## src/hw/rtl/gps_pkg.sv

```systemverilog
`default_nettype none

package gps_pkg;

    localparam int LEG_COUNT_DEF     = 4;
    localparam int FRACTION_BITS_DEF = 16;
    localparam int LANE_W            = 16;
    localparam int TIME_W            = 32;
    localparam int LEGS_MAX          = 4;

    typedef enum logic [2:0] {
        ST_SWING  = 3'd0,
        ST_STANCE = 3'd1,
        ST_EARLY  = 3'd2,
        ST_LOST   = 3'd3,
        ST_USER   = 3'd4
    } leg_state_t;

    typedef enum logic [2:0] {
        REG_STANCE    = 3'd0,
        REG_DUTY      = 3'd1,
        REG_PHASE0    = 3'd2,
        REG_INIT_ST   = 3'd3,
        REG_THRESHOLD = 3'd4
    } cfg_reg_t;

    // per-leg view of the configuration registers
    typedef struct packed {
        logic [LANE_W-1:0] stance;
        logic [LANE_W-1:0] duty;
        logic [LANE_W-1:0] phase0;
        logic              swing;
    } lane_cfg_t;

    // what one lane hands to the merge stage
    typedef struct packed {
        logic              vld;
        logic              first;
        logic              contact;
        logic [LANE_W-1:0] phase;
    } lane_res_t;

endpackage

`default_nettype wire

```

## src/hw/rtl/gps_merge.sv

```systemverilog
`default_nettype none

module gps_merge #(
    parameter int LEG_COUNT     = gps_pkg::LEG_COUNT_DEF,
    parameter int FRACTION_BITS = gps_pkg::FRACTION_BITS_DEF
) (
    input  wire logic                         clk,
    input  wire logic                         rst_n,
    input  wire logic                         en,
    input  wire gps_pkg::lane_res_t           res       [0:gps_pkg::LEGS_MAX-1],
    input  wire gps_pkg::lane_cfg_t           cfg       [0:gps_pkg::LEGS_MAX-1],
    input  wire logic [gps_pkg::LANE_W-1:0]   threshold,
    output logic                              out_valid,
    output logic [2:0]                        state     [0:gps_pkg::LEGS_MAX-1],
    output logic [gps_pkg::LANE_W-1:0]        phase     [0:gps_pkg::LEGS_MAX-1]
);

    localparam int F    = FRACTION_BITS;
    localparam int TINY = (2**F + 999) / 1000;

    logic                       out_valid_reg;
    gps_pkg::leg_state_t        st_next  [0:gps_pkg::LEGS_MAX-1];
    logic [gps_pkg::LANE_W-1:0] ph_next  [0:gps_pkg::LEGS_MAX-1];
    gps_pkg::leg_state_t        st_reg   [0:gps_pkg::LEGS_MAX-1];
    logic [gps_pkg::LANE_W-1:0] ph_reg   [0:gps_pkg::LEGS_MAX-1];

    always_comb
    begin
        for (int k = 0; k < gps_pkg::LEGS_MAX; k++)
        begin
            gps_pkg::leg_state_t first_st;
            gps_pkg::leg_state_t second_st;
            first_st   = cfg[k].swing ? gps_pkg::ST_SWING : gps_pkg::ST_STANCE;
            second_st  = cfg[k].swing ? gps_pkg::ST_STANCE : gps_pkg::ST_SWING;
            st_next[k] = gps_pkg::ST_SWING;
            ph_next[k] = '0;
            if (k < LEG_COUNT)
            begin
                if (cfg[k].duty[F-1:0] < F'(TINY))
                begin
                    st_next[k] = gps_pkg::ST_USER;
                end
                else
                begin
                    if (cfg[k].stance == '0)
                    begin
                        // zero period: sit at the start of the first segment
                        st_next[k] = first_st;
                    end
                    else
                    begin
                        st_next[k] = res[k].first ? first_st : second_st;
                        ph_next[k] = res[k].phase;
                    end
                    if (ph_next[k][F-1:0] >= threshold[F-1:0])
                    begin
                        if (st_next[k] == gps_pkg::ST_SWING && res[k].contact)
                        begin
                            st_next[k] = gps_pkg::ST_EARLY;
                        end
                        else if (st_next[k] == gps_pkg::ST_STANCE && !res[k].contact)
                        begin
                            st_next[k] = gps_pkg::ST_LOST;
                        end
                    end
                end
            end
        end
    end

    always_ff @(posedge clk or negedge rst_n)
    begin
        if (!rst_n)
        begin
            out_valid_reg <= 1'b0;
        end
        else if (en)
        begin
            out_valid_reg <= res[0].vld;
        end
    end

    always_ff @(posedge clk)
    begin
        if (en)
        begin
            for (int k = 0; k < gps_pkg::LEGS_MAX; k++)
            begin
                st_reg[k] <= st_next[k];
                ph_reg[k] <= ph_next[k];
            end
        end
    end

    assign out_valid = out_valid_reg;

    always_comb
    begin
        for (int k = 0; k < gps_pkg::LEGS_MAX; k++)
        begin
            state[k] = st_reg[k];
            phase[k] = ph_reg[k];
        end
    end

endmodule

`default_nettype wire

```

## config.mk

```make
export PLATFORM = sky130hd
export DESIGN_NAME = gps_merge
export DESIGN_NICKNAME = d
export VERILOG_FILES = /design/src/hw/rtl/gps_pkg.sv /design/src/hw/rtl/gps_merge.sv
export SDC_FILE = /design/constraint.sdc
export NUM_CORES = 1
export LEC_CHECK = 0
export BUFFER_PORTS_ARGS = -buffer_cell sky130_fd_sc_hd__buf_2
export CELL_PAD_IN_SITES_DETAIL_PLACEMENT = 0
export CELL_PAD_IN_SITES_GLOBAL_PLACEMENT = 1
export CORE_AREA = 4 4 140 142
export CTS_CLUSTER_DIAMETER = 40
export DETAILED_ROUTE_END_ITERATION = 6
export DIE_AREA = 0 0 144 146
export GPL_ROUTABILITY_DRIVEN = 0
export PLACE_DENSITY = 0.82
export SYNTH_ARGS = -nofsm -noshare
export SYNTH_HDL_FRONTEND = slang
export SYNTH_SLANG_ARGS = --single-unit
```

## constraint.sdc

```tcl
create_clock -name clk -period 1.5 [get_ports clk]
set_input_delay 0.15 -clock clk [delete_from_list [all_inputs] [get_ports clk]]
set_output_delay 0.15 -clock clk [all_outputs]
set_load 0.005 [all_outputs]
```

==> impl_metrics.csv <==
group,metric,value,unit
final_layout,layout.cells.non_filler,1078,
timing,slew_violations,0,
grt,grt_antenna_before_repair,2,
synthesis,yosys.cell_types.count,37,
clock_tree,clk_root_buffer_cell,"sky130_fd_sc_hd__clkbuf_16",
clock_tree,cts_tree,"yes",
power_and_ir_drop,ir_worst_vdd,0.4963,mV
detailed_routing,wl,18.08,mm
synthesis,cell_count_after_synthesis,474,
floorplan,die_ar,0.02102,sq mm
worst_hold_path,min-delay-start,"res[75]",
setup_path,start_kind,"primary input",
floorplan,fp-row-count,50,
power_and_ir_drop,report.power.total,6.690,mW
clock_tree,cts_h_tree_lvls,3,
grt,first_pass_grt_wire_length,27.31,mm
floorplan,core_area,0.01846,sq mm
final_layout,layout_utilization,47.04,%
clock_tree,worstSkewPairLatency,0.34,ns
setup_path,max_fo_critical_path,17,
timing,worst_hold_slack,0.03661,ns
timing,finalSetupTns,-5.572,ns
run_status,outcome,"finished with violations",
setup_path,worst_ep_required_time,1.68,ns
setup_path,register_to_register_setup_slack,0.76,ns
floorplan,top_level_ports,368,
place,cell_total_after_placement,1055,
setup_path,worst_r2r_dst,"out_valid",
clock_tree,clkTransAtPathRegs,0.06,ns
grt,total_routing_resource_utilization_after_global_routing,16.84,%
final_layout,syn2layout_area_growth,69.63,%
grt,grt_overflow,0,
timing,clock_skews,0,ns
final_layout,layout.filler_cells,1688,
timing,pnr_worst_setup_slack,-0.7771,ns
detailed_routing,firstDrtPassIters,4,
place,placed_cell_area,0.007845,sq mm
place,place_ws,-1.272,ns
synthesis,synth_register_bits,77,
timing,finalCritPeriodShare,151.8,%
final_layout,final_net_count,1201,
floorplan,chipWidth,144,um
synthesis,synth_area_per_cell,10.80,sq um
detailed_routing,routed-via-count,4909,
timing,rsz0062_at_grt,"true",
setup_path,worst-endpoint-arrival,2.45,ns
setup_path,reg2reg_depth,1,
power_and_ir_drop,cellLeakagePower,3.902,nW
setup_path,timing.setup.critical_path_class,"primary input to register",
flow_run,max-cap-violations,0,
detailed_routing,final_antenna_net_count,0,
timing,finalWorstPathRequiredPeriod,2.277,ns
synthesis,synth-seq-area-share,45.09,%
timing,tightestPinTransition,0.4768,ns
timing,slew_headroom,68.18,%
detailed_routing,detailedRoute.firstIterationViolations,166,
clock_tree,tritoncts.num_buffers,9,
run_status,violations,"setup timing",
final_layout,largest_register_ff_count,64,
timing,peak_clock_frequency_supported_by_timing,0.4392,GHz
final_layout,post_route_cells_drive_above_1_share,56.82,%
detailed_routing,drcViolationCount,0,
worst_hold_path,holdPathStages,2,
grt,pin_count_of_the_biggest_net_entering_global_routing,42,
synthesis,ys_warn_count,0,
synthesis,mappedNetlistArea,0.005117,sq mm
setup_path,cp-end-kind,"register",
clock_tree,cts.sinks,77,
detailed_routing,routedWlPerCell,16.77,um
floorplan,initial_utilization,27.73,%
synthesis,mappedNetlistNets,837,
final_layout,postLayoutCellArea,0.008681,sq mm
power_and_ir_drop,power-per-cell-area,770.7,mW/mm^2
worst_hold_path,min_path_type,"primary input to register",
worst_hold_path,worst_hold_path.endpoint,"out_valid",
floorplan,fp.dieH,146,um
place,portBuffers,296,
timing,timing.final.hold_violations,0,
place,hpwlAfterDp,14.48,mm
grt,first_global_vias,5365,
timing,report.final.setup_viol,8,
clock_tree,clockBufferDepth,2,
setup_path,worstReg2RegStart,"out_valid",
detailed_routing,drt-vias-per-instance,4.554,
-- cell usage in the layout, fill, tap and decap left out, drive strengths merged, types with 4 or more instances in the layout --
cell	Yosys	routed
ha	72	72
nor2	17	17
nor2b	4	4
nand2b	5	5
inv	31	31
and2	122	122
nor3	8	8
or4	5	5
o21ai	14	14
nand2	16	16
clkbuf	8	12
nand4	17	17
a21o	5	5
nor4	22	22
buf	0	360
edfxtp	76	76
a21oi	20	20
-- area by class of cell --
cell class / count / area, sq um / share of cell area (%)
Clock buffer: 12 / 256.5 / 2.955
Clock inverter: 4 / 70.07 / 0.8071
Tap cell: 234 / 292.8 / 3.373
Inverter: 31 / 116.4 / 1.340
Sequential cell: 77 / 2307 / 26.58
Antenna cell: 1 / 2.502 / 0.02883
Timing Repair Buffer: 361 / 2176 / 25.06
Multi-Input combinational cell: 358 / 3460 / 39.85
-- Yosys cell counts --
master | count | area, sq um
sky130_fd_sc_hd__a2111o_1 | 2 | 22.52
sky130_fd_sc_hd__a2111oi_0 | 2 | 17.52
sky130_fd_sc_hd__a21boi_0 | 2 | 15.01
sky130_fd_sc_hd__a21o_1 | 5 | 37.54
sky130_fd_sc_hd__a21oi_1 | 20 | 100.1
sky130_fd_sc_hd__a221o_1 | 2 | 20.02
sky130_fd_sc_hd__a221oi_2 | 2 | 30.03
sky130_fd_sc_hd__a22oi_1 | 2 | 15.01
sky130_fd_sc_hd__a31oi_1 | 2 | 12.51
sky130_fd_sc_hd__and2_1 | 122 | 763.2
sky130_fd_sc_hd__clkbuf_1 | 8 | 30.03
sky130_fd_sc_hd__dfrtp_1 | 1 | 25.02
sky130_fd_sc_hd__edfxtp_1 | 76 | 2282
sky130_fd_sc_hd__ha_1 | 72 | 900.9
sky130_fd_sc_hd__inv_1 | 31 | 116.4
sky130_fd_sc_hd__mux2_2 | 1 | 11.26
sky130_fd_sc_hd__nand2_1 | 16 | 60.06
sky130_fd_sc_hd__nand2b_1 | 5 | 31.28
sky130_fd_sc_hd__nand3_1 | 1 | 5.000
sky130_fd_sc_hd__nand4_1 | 17 | 106.4
sky130_fd_sc_hd__nor2_1 | 17 | 63.81
sky130_fd_sc_hd__nor2b_1 | 4 | 25.02
sky130_fd_sc_hd__nor3_1 | 8 | 40.04
sky130_fd_sc_hd__nor3b_2 | 2 | 25.02
sky130_fd_sc_hd__nor4_1 | 22 | 137.6
sky130_fd_sc_hd__nor4bb_1 | 1 | 10.01
sky130_fd_sc_hd__o21a_1 | 2 | 15.01
sky130_fd_sc_hd__o21ai_0 | 9 | 45.04
sky130_fd_sc_hd__o21ai_1 | 5 | 25.02
sky130_fd_sc_hd__o221a_2 | 2 | 22.52
sky130_fd_sc_hd__o31ai_1 | 1 | 7.510
sky130_fd_sc_hd__o32ai_1 | 1 | 8.760
sky130_fd_sc_hd__or2_1 | 1 | 6.260
sky130_fd_sc_hd__or3_4 | 1 | 11.26
sky130_fd_sc_hd__or4_1 | 5 | 37.54
sky130_fd_sc_hd__xnor2_1 | 2 | 17.52
sky130_fd_sc_hd__xor2_1 | 2 | 17.52
-- worst max path at each step --
stage | startpoint | to | cells past startpoint
2_1_floorplan | cfg[84] | st_reg[2][0] | 10
3_3_place_gp | cfg[42] | st_reg[3][1] | 11
3_5_place_dp | cfg[91] | st_reg[2][0] | 11
4_1_cts | cfg[48] | st_reg[3][0] | 11
5_1_grt | cfg[84] | st_reg[2][0] | 12
6_report | cfg[91] | st_reg[2][0] | 12
-- metal layers --
layer,up-vias,track usage [%],share of wire (%)
li1,2466,-,-
met4,2,4.944,1.9
met1,2219,20.61,41
met3,23,4.404,7.6
met5,-,0,0.11
met2,199,28.89,49
-- critical path, cell delays in order --
cell and delay (ns):
sky130_fd_sc_hd__buf_6 0.10, sky130_fd_sc_hd__nor4_4 0.26, sky130_fd_sc_hd__nand4_1 0.13, sky130_fd_sc_hd__buf_6 0.18, sky130_fd_sc_hd__nand2_1 0.10, sky130_fd_sc_hd__ha_1 0.22, sky130_fd_sc_hd__nand2b_1 0.19, sky130_fd_sc_hd__a2111oi_4 0.38
sky130_fd_sc_hd__buf_4 0.18, sky130_fd_sc_hd__o32ai_4 0.08, sky130_fd_sc_hd__or2_1 0.24, sky130_fd_sc_hd__a221oi_2 0.24
-- cell families (layout without fill, tap and decap cells) --
kind of cell | count (synthesis) | count (layout) | synth area share, %
other | 0 | 1 | 0
adder cells (fa/ha/maj) | 72 | 72 | 17.60
flip-flops | 77 | 77 | 45.09
AO/OA/AOI/OAI | 59 | 59 | 7.702
XOR/XNOR | 4 | 4 | 0.6847
AND/OR/NAND/NOR | 222 | 222 | 25.84
multiplexers | 1 | 1 | 0.2200
buffers and inverters | 39 | 408 | 2.861
-- timing repair --
item,4_1_cts,5_1_grt
gates cloned,1,1
pin swaps,22,20
endpoints found under the hold margin,1,0
setup buffers,3,1
hold buffers,1,0
gates resized for setup,51,26
setup endpoints to repair,8,8
-- power breakdown --
part	total [mW]	switching, mW	internal [mW]	leakage [nW]
Sequential	2.61	0.0444	2.56	0.754
Clock	2.45	0.910	1.54	0.163
Combinational	1.63	0.725	0.902	2.99
No activity file was read; power rests on OpenSTA's default activity.
